File: src/design/npcm_pkg.sv
package npcm_pkg;

	// fixed field widths
	localparam int CHAN_W  = 8;
	localparam int COLOR_W = 24;
	localparam int DIST_W  = 18;
	localparam int SLOT_W  = 4;
	localparam int CFG_W   = 5;
	localparam int OUT_IDX_W = 4;
	localparam int BUILTIN_COLORS = 16;

	// reset value of the entries count register
	localparam logic [CFG_W-1:0] ENTRIES_RESET = 5'd16;

	// operation codes carried in tuser
	localparam logic OP_LOAD  = 1'b0;
	localparam logic OP_MATCH = 1'b1;

	// largest possible squared distance, three channels of 255
	localparam logic [DIST_W-1:0] DIST_MAX = 18'd195075;

	// control that travels down the distance pipeline with each entry
	typedef struct packed {
		logic vld;
		logic last;
	} npcm_ctrl_t;

	// built-in palette contents after reset
	function automatic logic [COLOR_W-1:0] reset_color(input logic [3:0] idx);
		logic [COLOR_W-1:0] c;
		begin
			unique case (idx)
				4'd0:    c = 24'hB0506B;
				4'd1:    c = 24'h91287B;
				4'd2:    c = 24'h581B7E;
				4'd3:    c = 24'h282976;
				4'd4:    c = 24'h2078A3;
				4'd5:    c = 24'h146970;
				4'd6:    c = 24'h3F4D1C;
				4'd7:    c = 24'h4D8913;
				4'd8:    c = 24'hBA840F;
				4'd9:    c = 24'hB84C00;
				4'd10:   c = 24'h7D1B19;
				4'd11:   c = 24'h55341A;
				4'd12:   c = 24'h06080B;
				4'd13:   c = 24'h313232;
				4'd14:   c = 24'h6D6A5C;
				default: c = 24'hB1B0A6;
			endcase
			return c;
		end
	endfunction

	// signed q2.14 to 8-bit channel: floor(v * 255 / 16384), clamped to 0..255
	function automatic logic [CHAN_W-1:0] q214_to_byte(input logic [15:0] v);
		logic [23:0] prod;
		logic [9:0]  scaled;
		logic [CHAN_W-1:0] res;
		begin
			prod   = 24'(v) * 24'd255;
			scaled = prod[23:14];
			if (v[15]) begin
				res = '0;
			end else if (scaled > 10'd255) begin
				res = 8'hFF;
			end else begin
				res = scaled[7:0];
			end
			return res;
		end
	endfunction

endpackage

File: src/design/npcm_palette.sv
module npcm_palette #(
	parameter int PALETTE_DEPTH = 16,
	parameter int IDX_W = 4
) (
	input  logic                             clk,
	input  logic                             arst_n,
	input  logic                             wr_en,
	input  logic [npcm_pkg::SLOT_W-1:0]      wr_slot,
	input  logic [npcm_pkg::COLOR_W-1:0]     wr_color,
	input  logic                             rd_en,
	input  logic [IDX_W-1:0]                 rd_addr,
	output logic [npcm_pkg::COLOR_W-1:0]     rd_data_s1
);

	// only the first sixteen entries can ever be written, the rest stay zero
	localparam int WR_DEPTH = (PALETTE_DEPTH < npcm_pkg::BUILTIN_COLORS) ?
		PALETTE_DEPTH : npcm_pkg::BUILTIN_COLORS;
	localparam int WR_IDX_W = (WR_DEPTH > 1) ? $clog2(WR_DEPTH) : 1;

	logic [npcm_pkg::COLOR_W-1:0] mem_q [WR_DEPTH];
	logic [WR_DEPTH-1:0]          valid_q;
	logic [WR_IDX_W-1:0]          wr_idx;
	logic [WR_IDX_W-1:0]          rd_idx;
	logic                         wr_ok;

	assign wr_idx = WR_IDX_W'(wr_slot);
	assign rd_idx = WR_IDX_W'(rd_addr);
	assign wr_ok  = wr_en && (32'(wr_slot) < PALETTE_DEPTH);

	// written flags, an unwritten entry reads as its built-in color
	always_ff @(posedge clk or negedge arst_n) begin
		if (!arst_n) begin
			valid_q <= '0;
		end else if (wr_ok) begin
			valid_q[wr_idx] <= 1'b1;
		end
	end

	// storage write
	always_ff @(posedge clk) begin
		if (wr_ok) begin
			mem_q[wr_idx] <= wr_color;
		end
	end

	// registered read
	always_ff @(posedge clk) begin
		if (rd_en) begin
			if (32'(rd_addr) >= WR_DEPTH) begin
				rd_data_s1 <= '0;
			end else if (valid_q[rd_idx]) begin
				rd_data_s1 <= mem_q[rd_idx];
			end else begin
				rd_data_s1 <= npcm_pkg::reset_color(4'(rd_addr));
			end
		end
	end

endmodule

File: src/design/npcm_dist.sv
module npcm_dist #(
	parameter int IDX_W = 4
) (
	input  logic                          clk,
	input  logic                          arst_n,
	input  logic                          clear,
	input  npcm_pkg::npcm_ctrl_t          ctrl_s1,
	input  logic [IDX_W-1:0]              idx_s1,
	input  logic [npcm_pkg::COLOR_W-1:0]  color_s1,
	input  logic [npcm_pkg::CHAN_W-1:0]   red_q,
	input  logic [npcm_pkg::CHAN_W-1:0]   green_q,
	input  logic [npcm_pkg::CHAN_W-1:0]   blue_q,
	output logic                          done_q,
	output logic [IDX_W-1:0]              best_idx_q,
	output logic [npcm_pkg::DIST_W-1:0]   best_dist_q
);

	function automatic logic [15:0] diff_sq(
		input logic [npcm_pkg::CHAN_W-1:0] a,
		input logic [npcm_pkg::CHAN_W-1:0] b
	);
		logic [npcm_pkg::CHAN_W-1:0] d;
		begin
			d = (a > b) ? (a - b) : (b - a);
			return 16'(d) * 16'(d);
		end
	endfunction

	npcm_pkg::npcm_ctrl_t        ctrl_s2;
	logic [IDX_W-1:0]            idx_s2;
	logic [npcm_pkg::DIST_W-1:0] dist_s2;
	logic [npcm_pkg::DIST_W-1:0] dist_s1;

	// squared distance of one palette entry
	assign dist_s1 = npcm_pkg::DIST_W'(diff_sq(red_q,   color_s1[23:16]))
		+ npcm_pkg::DIST_W'(diff_sq(green_q, color_s1[15:8]))
		+ npcm_pkg::DIST_W'(diff_sq(blue_q,  color_s1[7:0]));

	always_ff @(posedge clk or negedge arst_n) begin
		if (!arst_n) begin
			ctrl_s2 <= '0;
			done_q  <= 1'b0;
		end else begin
			ctrl_s2 <= ctrl_s1;
			done_q  <= ctrl_s2.vld && ctrl_s2.last;
		end
	end

	always_ff @(posedge clk) begin
		idx_s2  <= idx_s1;
		dist_s2 <= dist_s1;
	end

	// running minimum, strict compare keeps the lowest index on a tie
	always_ff @(posedge clk) begin
		if (clear) begin
			best_dist_q <= '1;
			best_idx_q  <= '0;
		end else if (ctrl_s2.vld && (dist_s2 < best_dist_q)) begin
			best_dist_q <= dist_s2;
			best_idx_q  <= idx_s2;
		end
	end

endmodule

File: src/design/nearest_palette_color_match_core.sv
// load: a load transfer writes its palette slot; N is the clamped entries count
// match: each of N entries passes the palette read, distance and minimum registers,
//   compared one per cycle by the single distance unit; a new match is taken while
//   idle, and a stalled result holds the next match
// reset: asynchronous, active low; palette returns to its sixteen built-in
//   colors at once (no clearing pass) and the entries count returns to 16
module nearest_palette_color_match_core #(
	parameter int PALETTE_DEPTH = 16
) (
	input  logic        clk,
	input  logic        arst_n,
	input  logic        s_tvalid,
	output logic        s_tready,
	// red_in[15:0], green_in[31:16], blue_in[47:32], entry_slot[51:48],
	// entry_color[75:52], zero fill [79:76]
	input  logic [79:0] s_tdata,
	// operation[0]
	input  logic        s_tuser,
	output logic        m_tvalid,
	input  logic        m_tready,
	// best_index[3:0], best_distance_sq[21:4], zero fill [23:22]
	output logic [23:0] m_tdata,
	input  logic        cfg_valid,
	output logic        cfg_ready,
	input  logic [4:0]  cfg_data
);

	localparam int IDX_W = (PALETTE_DEPTH > 1) ? $clog2(PALETTE_DEPTH) : 1;
	localparam int CNT_W = $clog2(PALETTE_DEPTH + 1);

	localparam logic [1:0] ST_IDLE   = 2'd0;
	localparam logic [1:0] ST_SEARCH = 2'd1;
	localparam logic [1:0] ST_DRAIN  = 2'd2;
	localparam logic [1:0] ST_OUT    = 2'd3;

	logic [1:0]                    state_q;
	logic [npcm_pkg::CFG_W-1:0]    entries_q;
	logic [CNT_W-1:0]              count;
	logic [CNT_W-1:0]              count_q;
	logic [IDX_W-1:0]              cnt_q;
	logic                          last_issue;
	logic [npcm_pkg::CHAN_W-1:0]   red_q;
	logic [npcm_pkg::CHAN_W-1:0]   green_q;
	logic [npcm_pkg::CHAN_W-1:0]   blue_q;
	logic                          in_xfer;
	logic                          match_start;
	logic                          load_wr;
	logic                          rd_en;
	npcm_pkg::npcm_ctrl_t          ctrl_s1;
	logic [IDX_W-1:0]              idx_s1;
	logic [npcm_pkg::COLOR_W-1:0]  color_s1;
	logic                          done;
	logic [IDX_W-1:0]              best_idx;
	logic [npcm_pkg::DIST_W-1:0]   best_dist;
	logic                          out_free;
	logic                          m_tvalid_q;
	logic [npcm_pkg::OUT_IDX_W-1:0] out_idx_q;
	logic [npcm_pkg::DIST_W-1:0]   out_dist_q;

	assign s_tready    = (state_q == ST_IDLE);
	assign in_xfer     = s_tvalid && s_tready;
	assign match_start = in_xfer && (s_tuser == npcm_pkg::OP_MATCH);
	assign load_wr     = in_xfer && (s_tuser == npcm_pkg::OP_LOAD);
	assign cfg_ready   = 1'b1;
	assign out_free    = !m_tvalid_q || m_tready;

	// entries register
	always_ff @(posedge clk or negedge arst_n) begin
		if (!arst_n) begin
			entries_q <= npcm_pkg::ENTRIES_RESET;
		end else if (cfg_valid && cfg_ready) begin
			entries_q <= cfg_data;
		end
	end

	// clamp the entries count to 1..PALETTE_DEPTH
	always_comb begin
		priority if (entries_q == '0) begin
			count = CNT_W'(1);
		end else if (32'(entries_q) > PALETTE_DEPTH) begin
			count = CNT_W'(PALETTE_DEPTH);
		end else begin
			count = CNT_W'(entries_q);
		end
	end

	// channel conversion at the input transfer
	always_ff @(posedge clk) begin
		if (match_start) begin
			red_q   <= npcm_pkg::q214_to_byte(s_tdata[15:0]);
			green_q <= npcm_pkg::q214_to_byte(s_tdata[31:16]);
			blue_q  <= npcm_pkg::q214_to_byte(s_tdata[47:32]);
			count_q <= count;
		end
	end

	assign last_issue = (32'(cnt_q) + 1 == 32'(count_q));
	assign rd_en      = (state_q == ST_SEARCH);

	// search sequencer
	always_ff @(posedge clk or negedge arst_n) begin
		if (!arst_n) begin
			state_q <= ST_IDLE;
			cnt_q   <= '0;
		end else begin
			unique case (state_q)
				ST_IDLE: begin
					cnt_q <= '0;
					if (match_start) begin
						state_q <= ST_SEARCH;
					end
				end
				ST_SEARCH: begin
					cnt_q <= cnt_q + IDX_W'(1);
					if (last_issue) begin
						state_q <= ST_DRAIN;
					end
				end
				ST_DRAIN: begin
					if (done) begin
						state_q <= ST_OUT;
					end
				end
				ST_OUT: begin
					if (out_free) begin
						state_q <= ST_IDLE;
					end
				end
				default: begin
					state_q <= ST_IDLE;
				end
			endcase
		end
	end

	// control alongside the palette read
	always_ff @(posedge clk or negedge arst_n) begin
		if (!arst_n) begin
			ctrl_s1 <= '0;
		end else begin
			ctrl_s1.vld  <= rd_en;
			ctrl_s1.last <= rd_en && last_issue;
		end
	end

	always_ff @(posedge clk) begin
		idx_s1 <= cnt_q;
	end

	npcm_palette #(
		.PALETTE_DEPTH (PALETTE_DEPTH),
		.IDX_W         (IDX_W)
	) u_palette (
		.clk        (clk),
		.arst_n     (arst_n),
		.wr_en      (load_wr),
		.wr_slot    (s_tdata[51:48]),
		.wr_color   (s_tdata[75:52]),
		.rd_en      (rd_en),
		.rd_addr    (cnt_q),
		.rd_data_s1 (color_s1)
	);

	npcm_dist #(
		.IDX_W (IDX_W)
	) u_dist (
		.clk         (clk),
		.arst_n      (arst_n),
		.clear       (match_start),
		.ctrl_s1     (ctrl_s1),
		.idx_s1      (idx_s1),
		.color_s1    (color_s1),
		.red_q       (red_q),
		.green_q     (green_q),
		.blue_q      (blue_q),
		.done_q      (done),
		.best_idx_q  (best_idx),
		.best_dist_q (best_dist)
	);

	// output register
	always_ff @(posedge clk or negedge arst_n) begin
		if (!arst_n) begin
			m_tvalid_q <= 1'b0;
		end else if ((state_q == ST_OUT) && out_free) begin
			m_tvalid_q <= 1'b1;
		end else if (m_tready) begin
			m_tvalid_q <= 1'b0;
		end
	end

	always_ff @(posedge clk) begin
		if ((state_q == ST_OUT) && out_free) begin
			out_idx_q  <= npcm_pkg::OUT_IDX_W'(best_idx);
			out_dist_q <= best_dist;
		end
	end

	assign m_tvalid = m_tvalid_q;
	assign m_tdata  = {2'b00, out_dist_q, out_idx_q};

`ifndef SYNTHESIS
	// search pass ends only while draining
	a_done_in_drain: assert property (@(posedge clk) disable iff (!arst_n)
		done |-> (state_q == ST_DRAIN))
		else $error("search finished outside drain");

	// a match transfer starts the search
	a_match_starts: assert property (@(posedge clk) disable iff (!arst_n)
		match_start |=> (state_q == ST_SEARCH))
		else $error("match transfer did not start a search");

	// the address counter stays inside the searched range
	a_cnt_range: assert property (@(posedge clk) disable iff (!arst_n)
		(state_q == ST_SEARCH) |-> (32'(cnt_q) < 32'(count_q)))
		else $error("search address beyond entries count");

	// the winning distance is a real distance
	a_dist_bound: assert property (@(posedge clk) disable iff (!arst_n)
		(state_q == ST_OUT) |-> (best_dist <= npcm_pkg::DIST_MAX))
		else $error("best distance out of range");
`endif

endmodule
File: config.mk
export PLATFORM = sky130hd
export DESIGN_NAME = nearest_palette_color_match_core
export DESIGN_NICKNAME = d
export VERILOG_FILES = /design/src/design/npcm_pkg.sv /design/src/design/npcm_palette.sv /design/src/design/npcm_dist.sv /design/src/design/nearest_palette_color_match_core.sv
export SDC_FILE = /design/constraint.sdc
export NUM_CORES = 2
export LEC_CHECK = 0
export ABC_AREA = 0
export BUFFER_PORTS_ARGS = -buffer_cell sky130_fd_sc_hd__buf_4
export CAP_MARGIN = 5
export CORE_ASPECT_RATIO = 0.75
export CORE_MARGIN = 2
export CORE_UTILIZATION = 55
export DETAILED_ROUTE_END_ITERATION = 8
export PLACE_DENSITY_LB_ADDON = 0.2
export SETUP_SLACK_MARGIN = 0.4
export SLEW_MARGIN = 20
export SYNTH_ARGS = -nofsm -noshare
export SYNTH_HDL_FRONTEND = slang
export SYNTH_HIERARCHICAL = 1
export SYNTH_SLANG_ARGS = --single-unit
File: constraint.sdc
create_clock -name clk -period 13.4 [get_ports clk]
set_input_delay 2.68 -clock clk [delete_from_list [all_inputs] [get_ports clk]]
set_output_delay 2.68 -clock clk [all_outputs]
set_load 0.05 [all_outputs]
==> key figures <==
Routing
  • Final WL: 76.0 mm
  • Number of remaining DRC errors: 0
  • Post-detailed-route count of antenna-violating nets: 0
  • 1st-iter DRT viols: 1637
  • Via Count: 22700
  • Per-cell routed wire length: 18.6 µm
  • First drt pass iteration count: 5
  • Vias/cell: 5.57

Clock tree
  • Number of buffers added to fix hold violations after cts: 0
  • Post-CTS repair timing setup buffer count: 0
  • Number of gates given a new drive strength after cts: 0
  • Cts bufs inserted: 47
  • Root buffer cell: clkbuf_16
  • TritonCTS sink count: 540
  • Clock network latency to the later pin of the worst-skew pair: 0.59 ns
  • TritonCTS clock tree: done
  • Maximum level of the CTS H-tree: 2
  • Maximum buffer depth of the clock tree: 3
  • Clock transition at path regs: 0.06 ns

Timing
  • Accumulated negative setup slack: 0 ns
  • Achievable clock frequency: 91.0 MHz
  • Final clock period utilization by the worst path: 0.820
  • Time the worst path needs with I/O delays and setup: 10.99 ns
  • Setup violation total in the final timing report: 0
  • Final Max Tran Viols: 0
  • Setup repair after global routing missed its margin: false
  • Final hold violations: 0
  • Max Clock Skew: 0.0404 ns
  • Worst-margin pin slew: 1.02 ns
  • Max-slew headroom at the worst pin: 0.316

Setup path
  • Number of cells on the worst reg-to-reg path: 35
  • Critical Path End Type: register
  • WS Path Type: register to register
  • Startpoint of the lowest-slack register-to-register path: red_q[0]$_SDFFCE_PP0P_
  • Type of element launching the critical path: register
  • Cell mode on critical path: fa_1
  • Worst setup slack for register-to-register paths: 2.41 ns
  • Launching element of the worst setup path: red_q[0]$_SDFFCE_PP0P_
  • Terminus of the critical flop-to-flop path: u_dist/dist_s2[16]$_DFF_P_
  • Critical-path cell with the highest stage delay: ha_1
  • Slowest stage delay, CP: 0.62 ns
  • Data arrival at the endpoint of the critical path: 11.48 ns
  • Last element of the critical path: u_dist/dist_s2[16]$_DFF_P_
  • Data required time of the worst path: 13.89 ns
  • Worst-path maximum fanout: 12

Synth
  • Ys flop type: edfxtp_1
  • Count of yosys warnings during synthesis: 6
  • Cells after Synth: 3034
  • Count of flip-flops with a built-in enable after synthesis: 459
  • Proportion of synthesized chip area in sequential cells: 0.414
  • Synth async-reset ratio: 0.0611
  • Synthesized area: 0.0376 mm²
  • Synthesized flop and latch total: 540
  • Post-synthesis area per instance: 12.4 µm²
  • Number of distinct library cells after synthesis: 92

Status
  • Status: completed

Die
  • Height of the chip: 230 µm
  • Std-Cell Core Area: 0.0680 mm²
  • Die extent in x: 306 µm
  • Initial Utilization: 0.553
  • Standard-cell rows: 83
  • I/O pins: 118
  • Overall die area: 0.0705 mm²

Cells and area
  • Filler cell count in the final layout: 5342
  • Number of nets in the layout: 3859
  • Commonest cells after routing, fill and taps aside: inv_1 (652), edfxtp_1 (459), fa_1 (329)
  • Layout cells sized above 1: 0.127
  • Most common library cell in the layout ignoring fill and taps: inv_1
  • Growth of design area from synthesis to finish: 8.80%
  • Utilization of the core after routing: 0.602

Run
  • Number of max-cap violations: 0

GRT
  • Global-route wire length before repair: 126 mm
  • Overall global routing resource usage: 0.225
  • Grt total ovfl: 0
  • Number of antenna violations at the first check in global routing: 5
  • Largest net degree at the start of global routing: 65
  • Number of global-route vias before repair: 24200

Place
  • Half-perimeter wire length of the detailed placement result: 54.8 mm
  • Total of buffers placed on input and output ports: 110
  • Final GP Congestion: 0.901

Worst hold path
  • Worst min-delay path category: register to register
==> stage by stage <==
stage          cell area [µm²]  hold WS, ns  setup WS, ns  instances
2_1_floorplan            37600        0.310          3.55       3035
3_3_place_gp             39400        0.314          2.50       3992
3_5_place_dp             39400        0.312          2.42       3992
4_1_cts                  40900        0.327          2.38       4077
5_1_grt                  40900        0.329          1.73       4078
6_report                 40900        0.327          2.41       4078
==> registers in the layout (all words and copies together), names as in the netlist, 5 cells and up <==
register / count
u_palette/mem_q: 384
u_palette/rd_data_s1: 24
out_dist_q: 18
u_dist/best_dist_q: 18
u_dist/dist_s2: 18
u_palette/valid_q: 16
blue_q: 8
green_q: 8
red_q: 8
count_q: 5
entries_q: 5
==> critical path, delay by kind of cell, from the launching register on <==
| family | cells | cell delay, ns |
|---|---|---|
| AO/OA/AOI/OAI | 6 | 1.48 |
| XOR/XNOR | 3 | 0.91 |
| adder cells (fa/ha/maj) | 13 | 6.23 |
| buffers and inverters | 9 | 0.94 |
| flip-flops | 1 | 0.35 |
| multiplexers | 1 | 0.27 |
| AND/OR/NAND/NOR | 3 | 0.71 |
==> cell usage after synthesis (14+ instances only) <==
master | n | area [µm²]
fa_1 | 329 | 6590
nand2_1 | 114 | 428
xnor2_1 | 47 | 412
a211o_1 | 25 | 219
dfrtp_1 | 32 | 801
o21a_1 | 28 | 210
nand3_1 | 25 | 125
nand4_1 | 18 | 113
buf_2 | 15 | 75.1
mux2i_1 | 39 | 390
edfxtp_1 | 459 | 13800
ha_1 | 290 | 3630
and2_1 | 14 | 87.6
a21oi_1 | 143 | 716
inv_1 | 652 | 2450
o21ai_0 | 63 | 315
nor2b_1 | 21 | 131
o211ai_1 | 14 | 105
nor2_1 | 135 | 507
xor2_1 | 35 | 307
or2_2 | 22 | 138
nand2b_1 | 32 | 200
clkbuf_1 | 33 | 124
dfxtp_1 | 48 | 961
a22oi_1 | 32 | 240
mux4_2 | 101 | 2270
a21o_1 | 27 | 203
a22o_1 | 19 | 166
==> area by class of cell <==
class,count,area [µm²],area share
clock buffer,53,1200,0.0293
sequential,540,15600,0.381
timing repair buffer,138,1040,0.0253
multi-input combinational,1767,19300,0.471
tap,892,1120,0.0273
inverter,655,2460,0.0601
antenna,1,2.50,0.0000611
clock inverter,32,275,0.00673
==> worst min-delay path by stage <==
stage	startpoint	endpoint	slack (ns)	cells past startpoint
after global placement	idx_s1[2]$_DFF_P_	u_dist/idx_s2[2]$_DFF_P_	0.31	0
final	idx_s1[2]$_DFF_P_	u_dist/idx_s2[2]$_DFF_P_	0.33	0
after CTS	idx_s1[2]$_DFF_P_	u_dist/idx_s2[2]$_DFF_P_	0.33	0
after global routing	idx_s1[1]$_DFF_P_	u_dist/idx_s2[1]$_DFF_P_	0.33	0
after floorplan	idx_s1[0]$_DFF_P_	u_dist/idx_s2[0]$_DFF_P_	0.31	0
after detailed placement	idx_s1[0]$_DFF_P_	u_dist/idx_s2[0]$_DFF_P_	0.31	0
==> per-layer routing <==
layer / track usage / vias to the layer above / part of all wire / wire length [µm]
li1: - / 10600 / - / -
met1: 0.315 / 11500 / 0.44 / 33500
met2: 0.377 / 525 / 0.48 / 36400
met3: 0.0346 / 103 / 0.061 / 4660
met4: 0.0445 / 6 / 0.019 / 1420
met5: 0 / - / 0.00061 / 46
==> cells by family after synthesis <==
group / count (synthesis) / share of synthesized area
buffers and inverters: 728 / 0.0761
adders and majority gates: 619 / 0.272
DFF: 540 / 0.414
AOI/OAI and AO/OA: 451 / 0.0805
and+or+nand+nor: 444 / 0.0577
muxes: 164 / 0.0792
xor gates and xnor gates: 86 / 0.0208
other: 2 / 0.000200
Power is left out: the tool's default activity adds up to more than one toggle a clock period on the data nets, which glitch-free logic cannot reach.
